### config.mk
export PLATFORM = sky130hd
export DESIGN_NAME = neural_activation_unit
export DESIGN_NICKNAME = d
export VERILOG_FILES = /design/src/hw/rtl/nau_pkg.sv /design/src/hw/rtl/neural_activation_unit.sv /design/src/hw/rtl/nau_interp.sv /design/src/hw/rtl/nau_deriv.sv
export SDC_FILE = /design/constraint.sdc
export NUM_CORES = 2
export LEC_CHECK = 0
export CORE_MARGIN = 4
export CORE_UTILIZATION = 52
export CTS_BUF_LIST = sky130_fd_sc_hd__clkbuf_4 sky130_fd_sc_hd__clkbuf_8 sky130_fd_sc_hd__clkbuf_16
export DETAILED_ROUTE_END_ITERATION = 8
export DONT_BUFFER_PORTS = 1
export HOLD_SLACK_MARGIN = 0.05
export PLACE_DENSITY = 0.67
export SLEW_MARGIN = 5
export SYNTH_ARGS = -nofsm -noshare
export SYNTH_HDL_FRONTEND = slang
export SYNTH_HIERARCHICAL = 1
export SYNTH_SLANG_ARGS = --single-unit
### constraint.sdc
create_clock -name clk -period 12.07 [get_ports clk]
set_input_delay 1.207 -clock clk [delete_from_list [all_inputs] [get_ports clk]]
set_output_delay 1.207 -clock clk [all_outputs]
set_load 0.03 [all_outputs]
### src/hw/rtl/nau_pkg.sv
`timescale 1ns / 1ps
`default_nettype none
// ----------------------------------------------------------------------------
// nau_pkg: shared types and constants of the activation unit
// Opcodes, the per-word context that rides the pipeline, and result limits.
// ----------------------------------------------------------------------------
package nau_pkg;

  localparam int DATA_W = 16;
  localparam int OP_W   = 3;

  // Codes 6 and 7 carry no meaning; they fall into the default arms.
  typedef enum logic [OP_W-1:0] {
    OP_RELU_FWD = 3'd0,
    OP_SIG_FWD  = 3'd1,
    OP_TANH_FWD = 3'd2,
    OP_RELU_BWD = 3'd3,
    OP_SIG_BWD  = 3'd4,
    OP_TANH_BWD = 3'd5
  } op_t;

  // Per-word context carried alongside the datapath.
  typedef struct packed {
    op_t                      op;
    logic signed [DATA_W-1:0] x;
    logic signed [DATA_W-1:0] g;
  } ctx_t;

  localparam logic signed [DATA_W-1:0] SAT_MAX = 16'sh7fff;
  localparam logic signed [DATA_W-1:0] SAT_MIN = 16'sh8000;

endpackage
`default_nettype wire

### src/hw/rtl/neural_activation_unit.sv
`timescale 1ns / 1ps
`default_nettype none
// ----------------------------------------------------------------------------
// neural_activation_unit: ReLU / sigmoid / tanh with backward derivatives
// Streaming element-wise activation in signed fixed point, one word a cycle.
// ----------------------------------------------------------------------------
//
//  channel | direction | tdata (low bit first)               | tuser
//  --------+-----------+-------------------------------------+----------------
//  in_     | slave     | [15:0] operand_x, [31:16] upstream_grad | [2:0] opcode
//  out_    | master    | [15:0] result_value                 | [0] saturated
//
//  One word enters per cycle while out_tready does not stall the pipe; a
//  result passes seven register stages (four interpolation, three
//  derivative/output; the accepting edge loads the first).
//  Every stage holds its own valid bit and moves when empty or when the stage
//  after it moves, so a stall at out_tready backs up only full stages and
//  bubbles are squeezed out.
//  Reset (rst_n low, synchronous) clears the valid bits only; no warm-up pass.
//  Sigmoid and tanh nodes are computed at elaboration into constant tables.
//
module neural_activation_unit #(
  parameter int TABLE_SEGMENTS = 64,
  parameter int FRAC_BITS      = 12
) (
  input  logic        clk,
  input  logic        rst_n,
  input  logic        in_tvalid,
  output logic        in_tready,
  input  logic [31:0] in_tdata,   // [15:0] operand_x, [31:16] upstream_grad
  input  logic [2:0]  in_tuser,   // [2:0] opcode
  output logic        out_tvalid,
  input  logic        out_tready,
  output logic [15:0] out_tdata,  // [15:0] result_value
  output logic        out_tuser   // [0] saturated
);
  import nau_pkg::*;

  ctx_t                        in_ctx;
  ctx_t                        mid_ctx;
  logic                        mid_valid;
  logic                        mid_ready;
  logic signed [FRAC_BITS+1:0] mid_act;

  // Unpack the word into the context that follows it down the pipe.
  always_comb begin
    in_ctx.op = op_t'(in_tuser);
    in_ctx.x  = in_tdata[DATA_W-1:0];
    in_ctx.g  = in_tdata[2*DATA_W-1:DATA_W];
  end

  // Stages 1-4: clamp, index, node read, interpolate.
  nau_interp #(
    .TABLE_SEGMENTS (TABLE_SEGMENTS),
    .FRAC_BITS      (FRAC_BITS)
  ) u_interp (
    .clk       (clk),
    .rst_n     (rst_n),
    .in_valid  (in_tvalid),
    .in_ready  (in_tready),
    .in_ctx    (in_ctx),
    .out_valid (mid_valid),
    .out_ready (mid_ready),
    .out_ctx   (mid_ctx),
    .out_act   (mid_act)
  );

  // Stages 5-7: derivative, gradient product, select, saturate, output reg.
  nau_deriv #(
    .FRAC_BITS (FRAC_BITS)
  ) u_deriv (
    .clk       (clk),
    .rst_n     (rst_n),
    .in_valid  (mid_valid),
    .in_ready  (mid_ready),
    .in_ctx    (mid_ctx),
    .in_act    (mid_act),
    .out_valid (out_tvalid),
    .out_ready (out_tready),
    .out_value (out_tdata),
    .out_sat   (out_tuser)
  );

endmodule
`default_nettype wire

### src/hw/rtl/nau_interp.sv
`timescale 1ns / 1ps
`default_nettype none
// ----------------------------------------------------------------------------
// nau_interp: table lookup with linear interpolation
// Four stages: clamp and index, node read, slope product, sum.
// ----------------------------------------------------------------------------
module nau_interp #(
  parameter int TABLE_SEGMENTS = 64,
  parameter int FRAC_BITS      = 12
) (
  input  logic                      clk,
  input  logic                      rst_n,
  input  logic                      in_valid,
  output logic                      in_ready,
  input  nau_pkg::ctx_t             in_ctx,
  output logic                      out_valid,
  input  logic                      out_ready,
  output nau_pkg::ctx_t             out_ctx,
  output logic signed [FRAC_BITS+1:0] out_act
);
  import nau_pkg::*;

  localparam int TW    = FRAC_BITS + 2;          // node / activation width
  localparam int NODES = TABLE_SEGMENTS + 1;
  localparam int SW    = $clog2(NODES);          // segment index width
  localparam int FW    = FRAC_BITS + 4;          // fraction width (span = 2^FW)
  localparam int PW    = FW + SW;
  localparam int XW    = FW + 1;
  localparam int CW    = ((FRAC_BITS + 5 > DATA_W) ? FRAC_BITS + 5 : DATA_W) + 1;
  localparam int MW    = TW + FW + 2;

  localparam logic signed [CW-1:0] LIM    = CW'(8 << FRAC_BITS);
  localparam logic signed [CW-1:0] NLIM   = -LIM;
  localparam logic [SW-1:0]        LAST   = SW'(TABLE_SEGMENTS);
  localparam logic [PW-1:0]        SEG_K  = PW'(TABLE_SEGMENTS);
  localparam logic signed [MW-1:0] HSPAN  = MW'(64'd1 << (FW - 1));
  localparam logic signed [TW-1:0] ONE_T  = TW'(1 << FRAC_BITS);
  localparam longint unsigned      Q30    = 64'd1 << 30;
  localparam longint unsigned      SEG64  = 64'(TABLE_SEGMENTS);

  // --- elaboration-time node generation (Q30 exponential) ------------------
  // Restoring long division, quotient only; used on constants alone.
  function automatic longint unsigned udiv(input longint unsigned num,
                                           input longint unsigned den);
    longint unsigned q;
    longint unsigned rem;
    q   = '0;
    rem = '0;
    for (int b = 63; b >= 0; b--) begin
      rem = {rem[62:0], num[b]};
      if (rem >= den) begin
        rem  = rem - den;
        q[b] = 1'b1;
      end
    end
    return q;
  endfunction

  function automatic longint unsigned exp_series(input longint unsigned r);
    longint unsigned term;
    longint          sum;
    term = Q30;
    sum  = longint'(Q30);
    for (int n = 1; n <= 24; n++) begin
      term = udiv((term * r) >> 30, 64'(n));
      if (n[0]) sum = sum - longint'(term);
      else      sum = sum + longint'(term);
    end
    return (sum < 0) ? 64'd0 : 64'(sum);
  endfunction

  function automatic longint unsigned exp_neg(input longint unsigned num);
    longint unsigned k;
    longint unsigned r;
    longint unsigned e;
    longint unsigned em1;
    k   = udiv(num, SEG64);
    r   = udiv((num - k * SEG64) << 30, SEG64);
    e   = exp_series(r);
    em1 = exp_series(Q30);
    for (longint unsigned j = 0; j < k; j++) begin
      e = (e * em1) >> 30;
    end
    return e;
  endfunction

  function automatic longint node_value(input logic is_tanh, input longint unsigned i);
    longint unsigned pos;
    longint unsigned mid;
    longint unsigned mag;
    longint unsigned half;
    longint unsigned e;
    longint unsigned v;
    logic            neg;
    pos  = 16 * i;
    mid  = 8 * SEG64;
    neg  = pos < mid;
    mag  = neg ? mid - pos : pos - mid;
    half = 64'd1 << (29 - FRAC_BITS);
    if (!is_tanh) begin
      e = exp_neg(mag);
      v = udiv(64'd1 << 60, Q30 + e);
      if (neg) v = Q30 - v;
      return longint'((v + half) >> (30 - FRAC_BITS));
    end
    e = exp_neg(2 * mag);
    v = udiv((Q30 - e) << 30, Q30 + e);
    v = (v + half) >> (30 - FRAC_BITS);
    return neg ? -longint'(v) : longint'(v);
  endfunction

  function automatic logic [NODES*TW-1:0] build_table(input logic is_tanh);
    logic [NODES*TW-1:0] tab;
    tab = '0;
    for (int i = 0; i < NODES; i++) begin
      tab[i*TW +: TW] = TW'(node_value(is_tanh, 64'(i)));
    end
    return tab;
  endfunction

  localparam logic [NODES*TW-1:0] SIG_TAB  = build_table(1'b0);
  localparam logic [NODES*TW-1:0] TANH_TAB = build_table(1'b1);

  // --- stage enables: a stage moves when empty or when its successor moves -
  logic v1_r, v2_r, v3_r, v4_r;
  logic en1, en2, en3, en4;

  assign en4      = !v4_r || out_ready;
  assign en3      = !v3_r || en4;
  assign en2      = !v2_r || en3;
  assign en1      = !v1_r || en2;
  assign in_ready = en1;

  // --- stage 1: clamp to [-8, 8], scale into segment and fraction ----------
  logic signed [CW-1:0] xs, xcl;
  logic [XW-1:0]        xc;
  logic [PW-1:0]        pos;
  ctx_t                 ctx1_r;
  logic [SW-1:0]        seg1_r;
  logic [FW-1:0]        frac1_r;

  always_comb begin
    xs  = {{(CW-DATA_W){in_ctx.x[DATA_W-1]}}, in_ctx.x};
    xcl = (xs > LIM) ? LIM : ((xs < NLIM) ? NLIM : xs);
    xc  = XW'(xcl + LIM);
    pos = PW'(xc) * SEG_K;
  end

  always_ff @(posedge clk) begin
    if (!rst_n) begin
      v1_r <= 1'b0;
    end else if (en1) begin
      v1_r <= in_valid;
    end
  end

  always_ff @(posedge clk) begin
    if (en1) begin
      ctx1_r  <= in_ctx;
      seg1_r  <= pos[PW-1:FW];
      frac1_r <= pos[FW-1:0];
    end
  end

  // --- stage 2: read both bracketing nodes ---------------------------------
  logic [SW-1:0]        seg_hi;
  logic                 is_tanh;
  logic signed [TW-1:0] y0, y1;
  ctx_t                 ctx2_r;
  logic signed [TW-1:0] y02_r;
  logic signed [TW:0]   dy2_r;
  logic [FW-1:0]        frac2_r;

  always_comb begin
    // the last node has no right neighbor; its fraction is zero anyway
    seg_hi  = (seg1_r == LAST) ? seg1_r : seg1_r + 1'b1;
    is_tanh = (ctx1_r.op == OP_TANH_FWD) || (ctx1_r.op == OP_TANH_BWD);
    y0 = is_tanh ? TANH_TAB[seg1_r*TW +: TW] : SIG_TAB[seg1_r*TW +: TW];
    y1 = is_tanh ? TANH_TAB[seg_hi*TW +: TW] : SIG_TAB[seg_hi*TW +: TW];
  end

  always_ff @(posedge clk) begin
    if (!rst_n) begin
      v2_r <= 1'b0;
    end else if (en2) begin
      v2_r <= v1_r;
    end
  end

  always_ff @(posedge clk) begin
    if (en2) begin
      ctx2_r  <= ctx1_r;
      y02_r   <= y0;
      dy2_r   <= {y1[TW-1], y1} - {y0[TW-1], y0};
      frac2_r <= frac1_r;
    end
  end

  // --- stage 3: slope times fraction ---------------------------------------
  ctx_t                 ctx3_r;
  logic signed [TW-1:0] y03_r;
  logic signed [MW-1:0] prod3_r;

  always_ff @(posedge clk) begin
    if (!rst_n) begin
      v3_r <= 1'b0;
    end else if (en3) begin
      v3_r <= v2_r;
    end
  end

  always_ff @(posedge clk) begin
    if (en3) begin
      ctx3_r  <= ctx2_r;
      y03_r   <= y02_r;
      prod3_r <= MW'(dy2_r) * MW'($signed({1'b0, frac2_r}));
    end
  end

  // --- stage 4: round by half a span, add to the left node -----------------
  logic signed [MW-1:0] step;
  ctx_t                 ctx4_r;
  logic signed [TW-1:0] act4_r;

  assign step = (prod3_r + HSPAN) >>> FW;

  always_ff @(posedge clk) begin
    if (!rst_n) begin
      v4_r <= 1'b0;
    end else if (en4) begin
      v4_r <= v3_r;
    end
  end

  always_ff @(posedge clk) begin
    if (en4) begin
      ctx4_r <= ctx3_r;
      act4_r <= y03_r + TW'(step);
    end
  end

  assign out_valid = v4_r;
  assign out_ctx   = ctx4_r;
  assign out_act   = act4_r;

  // --- checks ---------------------------------------------------------------
  a_last_node_no_frac : assert property (@(posedge clk) disable iff (!rst_n)
    v1_r && (seg1_r == LAST) |-> frac1_r == '0)
    else $error("last segment carries a nonzero fraction");

  a_act_in_range : assert property (@(posedge clk) disable iff (!rst_n)
    v4_r |-> (act4_r <= ONE_T) && (act4_r >= -ONE_T))
    else $error("interpolated activation outside [-1, 1]");

  a_sig_nonneg : assert property (@(posedge clk) disable iff (!rst_n)
    v4_r && ((ctx4_r.op == OP_SIG_FWD) || (ctx4_r.op == OP_SIG_BWD)) |-> act4_r >= 0)
    else $error("sigmoid value below zero");

  a_stage2_hold : assert property (@(posedge clk) disable iff (!rst_n)
    v2_r && !en3 |=> v2_r && $stable(dy2_r) && $stable(y02_r))
    else $error("stalled node pair changed");

endmodule
`default_nettype wire

### src/hw/rtl/nau_deriv.sv
`timescale 1ns / 1ps
`default_nettype none
// ----------------------------------------------------------------------------
// nau_deriv: derivative, gradient product, result select and saturation
// Three stages; the last one is the output register.
// ----------------------------------------------------------------------------
module nau_deriv #(
  parameter int FRAC_BITS = 12
) (
  input  logic                        clk,
  input  logic                        rst_n,
  input  logic                        in_valid,
  output logic                        in_ready,
  input  nau_pkg::ctx_t               in_ctx,
  input  logic signed [FRAC_BITS+1:0] in_act,
  output logic                        out_valid,
  input  logic                        out_ready,
  output logic [nau_pkg::DATA_W-1:0]  out_value,
  output logic                        out_sat
);
  import nau_pkg::*;

  localparam int TW  = FRAC_BITS + 2;
  localparam int OW  = TW + 1;
  localparam int M1W = 2 * OW;
  localparam int P2W = DATA_W + OW;

  localparam logic signed [OW-1:0]  ONE_O  = OW'(1 << FRAC_BITS);
  localparam logic signed [M1W-1:0] HALF_M = M1W'(1 << (FRAC_BITS - 1));
  localparam logic signed [P2W-1:0] HALF_P = P2W'(1 << (FRAC_BITS - 1));
  localparam logic signed [P2W-1:0] MAX_P  = P2W'(SAT_MAX);
  localparam logic signed [P2W-1:0] MIN_P  = P2W'(SAT_MIN);

  logic v5_r, v6_r, v7_r;
  logic en5, en6, en7;

  assign en7      = !v7_r || out_ready;
  assign en6      = !v6_r || en7;
  assign en5      = !v5_r || en6;
  assign in_ready = en5;

  // --- stage 5: s*(1-s) for sigmoid, t*t for tanh --------------------------
  logic signed [OW-1:0]  act_e, rhs;
  ctx_t                  ctx5_r;
  logic signed [TW-1:0]  act5_r;
  logic signed [M1W-1:0] m5_r;

  always_comb begin
    act_e = {in_act[TW-1], in_act};
    rhs   = (in_ctx.op == OP_SIG_BWD) ? ONE_O - act_e : act_e;
  end

  always_ff @(posedge clk) begin
    if (!rst_n) begin
      v5_r <= 1'b0;
    end else if (en5) begin
      v5_r <= in_valid;
    end
  end

  always_ff @(posedge clk) begin
    if (en5) begin
      ctx5_r <= in_ctx;
      act5_r <= in_act;
      m5_r   <= M1W'(act_e) * M1W'(rhs);
    end
  end

  // --- stage 6: round to the derivative, multiply by the gradient ----------
  logic signed [M1W-1:0] m_rnd;
  logic signed [OW-1:0]  deriv;
  ctx_t                  ctx6_r;
  logic signed [TW-1:0]  act6_r;
  logic signed [P2W-1:0] p6_r;

  always_comb begin
    m_rnd = (m5_r + HALF_M) >>> FRAC_BITS;
    deriv = (ctx5_r.op == OP_SIG_BWD) ? OW'(m_rnd) : ONE_O - OW'(m_rnd);
  end

  always_ff @(posedge clk) begin
    if (!rst_n) begin
      v6_r <= 1'b0;
    end else if (en6) begin
      v6_r <= v5_r;
    end
  end

  always_ff @(posedge clk) begin
    if (en6) begin
      ctx6_r <= ctx5_r;
      act6_r <= act5_r;
      p6_r   <= P2W'(ctx5_r.g) * P2W'(deriv);
    end
  end

  // --- stage 7: pick the result, clip to 16 bits ---------------------------
  logic signed [P2W-1:0]    grad, res;
  logic                     x_pos;
  logic signed [DATA_W-1:0] val_nxt;
  logic                     sat_nxt;
  logic signed [DATA_W-1:0] val7_r;
  logic                     sat7_r;

  always_comb begin
    grad  = (p6_r + HALF_P) >>> FRAC_BITS;
    x_pos = !ctx6_r.x[DATA_W-1] && (|ctx6_r.x);
    case (ctx6_r.op)
      OP_RELU_FWD: res = x_pos ? P2W'(ctx6_r.x) : '0;
      OP_SIG_FWD:  res = P2W'(act6_r);
      OP_TANH_FWD: res = P2W'(act6_r);
      OP_RELU_BWD: res = x_pos ? P2W'(ctx6_r.g) : '0;
      OP_SIG_BWD:  res = grad;
      OP_TANH_BWD: res = grad;
      default:     res = '0;
    endcase
    if (res > MAX_P) begin
      val_nxt = SAT_MAX;
      sat_nxt = 1'b1;
    end else if (res < MIN_P) begin
      val_nxt = SAT_MIN;
      sat_nxt = 1'b1;
    end else begin
      val_nxt = DATA_W'(res);
      sat_nxt = 1'b0;
    end
  end

  always_ff @(posedge clk) begin
    if (!rst_n) begin
      v7_r <= 1'b0;
    end else if (en7) begin
      v7_r <= v6_r;
    end
  end

  always_ff @(posedge clk) begin
    if (en7) begin
      val7_r <= val_nxt;
      sat7_r <= sat_nxt;
    end
  end

  assign out_valid = v7_r;
  assign out_value = val7_r;
  assign out_sat   = sat7_r;

  // --- checks ---------------------------------------------------------------
  a_sat_at_rail : assert property (@(posedge clk) disable iff (!rst_n)
    v7_r && sat7_r |-> (val7_r == SAT_MAX) || (val7_r == SAT_MIN))
    else $error("saturation flag set off the rails");

  a_relu_no_sat : assert property (@(posedge clk) disable iff (!rst_n)
    en7 && v6_r && ((ctx6_r.op == OP_RELU_FWD) || (ctx6_r.op == OP_RELU_BWD))
    |=> !sat7_r)
    else $error("relu result flagged as saturated");

  a_stage6_hold : assert property (@(posedge clk) disable iff (!rst_n)
    v6_r && !en7 |=> v6_r && $stable(p6_r))
    else $error("stalled gradient product changed");

endmodule
`default_nettype wire
==> results_dict.tcl <==
set metrics [dict create \
    viasPerCell 5.66 \
    r2r_setup_slack_ns 3.39 \
    place_ws_ns 3.50 \
    holdWs_ns 0.401 \
    slew_violations 0 \
    io_pins 58 \
    slowest_delay_ns 0.75 \
    initial_utilization_pct 52.6 \
    holdBufCountCts 0 \
    ys_warn_count 6 \
    path_clk_slew_ns 0.07 \
    std_cell_rows 100 \
    grt_pass1_vias 27300 \
    fillers 6404 \
    worstPathMaxFanout 16 \
    clk_path_buf_depth 3 \
    cts_buffers 39 \
    core_area_um2 74700 \
    setup_viol 0 \
    met3_usage_pct 2.92 \
    worst_pin_slew_ns 1.12 \
    crit_path_start_kind "register" \
    synthArstFlopShare_pct 0 \
    drt_wl_total_um 90500 \
    die-area_um2 80000 \
    cts_tree "yes" \
    synth_edf_count 364 \
    grt_overflow_total 0 \
    place.gp.congestion 0.915 \
    met2_usage_pct 38.5 \
    antenna_left 0 \
    critPathArrivalTime_ns 8.99 \
    insertion_delay_ns 0.57 \
    cts_max_level 2 \
    netlist.area_leader.share_pct 28.4 \
    diodes 0 \
    fin_ws_ns 3.39 \
    critPathSlowestCell "xnor2_2" \
    seqCellArea_um2 11100 \
    crit_buf_inv 5 \
    finClkSkew_ns 0.0309 \
    ys_seq_area_share_pct 28.2 \
    grt_pass1_wl_um 149000 \
    grt_antenna_before_repair 1 \
    setup_tns_ns 0 \
    syn2layout_area_growth_pct 5.56 \
    post_cts_buffers 0 \
    synth_nets 4665 \
    rsz0062_at_grt "no" \
    dieWidth_um 283 \
    cts_resized 0 \
    setup.worst_path.end_class "register" \
    die-height_um 283 \
    grt_max_degree 84 \
    io_buffers 0 \
    syn_area_um2 39300 \
    first_pass_iters 9 \
    violations "design-rule violations" \
    ys_types 97 \
    drv_cap 0 \
    ys.flop_type "edfxtp_1" \
    drc 2 \
    synth_common_cells "inv_1 (658), fa_1 (558), nand2_1 (456)" \
    root_buffer "clkbuf_16" \
    yosys-top-cells-area "fa_1 (28%), edfxtp_1 (28%), ha_1 (7.7%)" \
    cp.required_ns 12.38 \
    fin_crit_sh_pct 71.9 \
    busiest_layer "met2" \
    synth_largest_area_cell "fa_1" \
    finalCriticalPeriod_ns 8.68 \
    crit_top_cell "fa_1" \
    synth_most_common_cell "inv_1" \
    fmax_ghz 0.115 \
    met1_usage_pct 33.6 \
    hpwlAfterDp_um 68100 \
    syn_area_per_cell_um2 10.3 \
    synth-seq-cells 371 \
    hold_path.class "reg -> reg" \
    cts_sinks 371 \
    nets 4572 \
    wl_per_cell_um 19.1 \
    timing.slew.headroom_pct 25.1 \
    drt_iter0_drc 2534 \
    drive_above_1_share_pct 5.31 \
    multi_input_area_um2 25000 \
    critPathKind "reg -> reg" \
    hold_viol 0 \
    syn_inst 3826 \
    vias 26800 \
    status "finished with violations" \
    crit_family "adder cells" \
    grt_use_total_pct 23.5 \
]
kinds of logic (layout without fill, tap and decap cells):
family	after synthesis	in the layout	share of synthesized area [%]
flip-flops	371	371	28.2
adder cells (fa/ha/maj)	800	800	36.1
AO/OA/AOI/OAI	503	503	8.51
XOR/XNOR	181	181	4.22
buffers and inverters	847	784	8.45
AND/OR/NAND/NOR	1109	1109	13.9
multiplexers	15	15	0.615
flip-flops by register name, summed over array words and instances (netlist names), 9 cells and up:
| signal | flops |
|---|---|
| u_deriv/act6_r | 14 |
| u_interp/out_ctx | 35 |
| u_interp/out_act | 14 |
| u_interp/y03_r | 14 |
| u_interp/ctx2_r | 26 |
| u_interp/y02_r | 14 |
| u_interp/ctx3_r | 35 |
| u_deriv/ctx5_r | 35 |
| u_interp/prod3_r | 15 |
| u_interp/frac2_r | 9 |
| u_deriv/out_value | 16 |
| u_interp/dy2_r | 15 |
| u_interp/ctx1_r | 35 |
| u_deriv/m5_r | 16 |
| u_deriv/p6_r | 20 |
| u_deriv/act5_r | 14 |
| u_deriv/ctx6_r | 35 |
area by class of cell:
type | count | area share [%]
Tap cell | 969 | 2.92
Timing Repair Buffer | 49 | 0.887
Clock inverter | 27 | 0.830
Clock buffer | 44 | 2.47
Multi-Input combinational cell | 2608 | 60.2
Inverter | 664 | 6.01
Sequential cell | 371 | 26.7
through the flow:
| stage | utilization, % | cells | area (µm²) |
|---|---|---|---|
| global placement | 53.7 | 4661 | 40100 |
| finish | 55.5 | 4732 | 41500 |
| global route | 55.5 | 4732 | 41500 |
| CTS | 55.5 | 4732 | 41500 |
| floorplan | - | 3826 | 39300 |
| detailed placement | 53.7 | 4661 | 40100 |
per-layer routing:
metal | up-vias | routed length, µm
met5 | - | 0
met4 | 0 | 2500
met3 | 176 | 6140
li1 | 12300 | -
met1 | 13400 | 38900
met2 | 997 | 42900
worst reg2reg max path, delay by kind of cell (launching register included):
family                     cells  cell delay (ns)
buffers and inverters          5             0.25
DFF                            1             0.44
and+or+nand+nor                7             1.36
adders and majority gates      8             3.81
muxes                          1             0.29
xor gates and xnor gates       2             0.89
AOI/OAI and AO/OA              6             1.38
worst paths after layout:
path / depth (start not counted) / startpoint / endpoint
setup / recovery: 29 / u_deriv/m5_r[11]$_DFFE_PP_ / u_deriv/p6_r[27]$_DFFE_PP_
hold / removal: 0 / u_interp/ctx3_r[0]$_DFFE_PP_ / u_interp/out_ctx[0]$_DFFE_PP_
setup reg to reg: 29 / u_deriv/m5_r[11]$_DFFE_PP_ / u_deriv/p6_r[27]$_DFFE_PP_
hold reg to reg: 0 / u_interp/ctx3_r[0]$_DFFE_PP_ / u_interp/out_ctx[0]$_DFFE_PP_
placed cells by master, fill, tap and decap left out, types with 16 or more instances in the layout:
cell type  netlist  final
clkbuf_16        0     39
or3_1           20     20
a211oi_1        20     20
fa_1           558    558
nor2b_1         32     32
and2_1         220    220
a21oi_1        128    128
nand2b_1        19     19
buf_4           12     49
a21o_1          21     21
o21ai_0        109    108
inv_1          658    656
xnor2_1        118    115
nor3_1          43     43
and3_1          20     20
xor2_1          54     53
nand2_1        456    453
o21a_1          16     16
edfxtp_1       364    364
nand3_1         59     58
o211ai_1        27     27
a22o_1          18     18
ha_1           242    242
a31oi_1         28     28
nor2_1         142    142
nand4_1         17     17
Power is left out: the tool's default activity adds up to more than one toggle a clock period on the data nets, which glitch-free logic cannot reach.
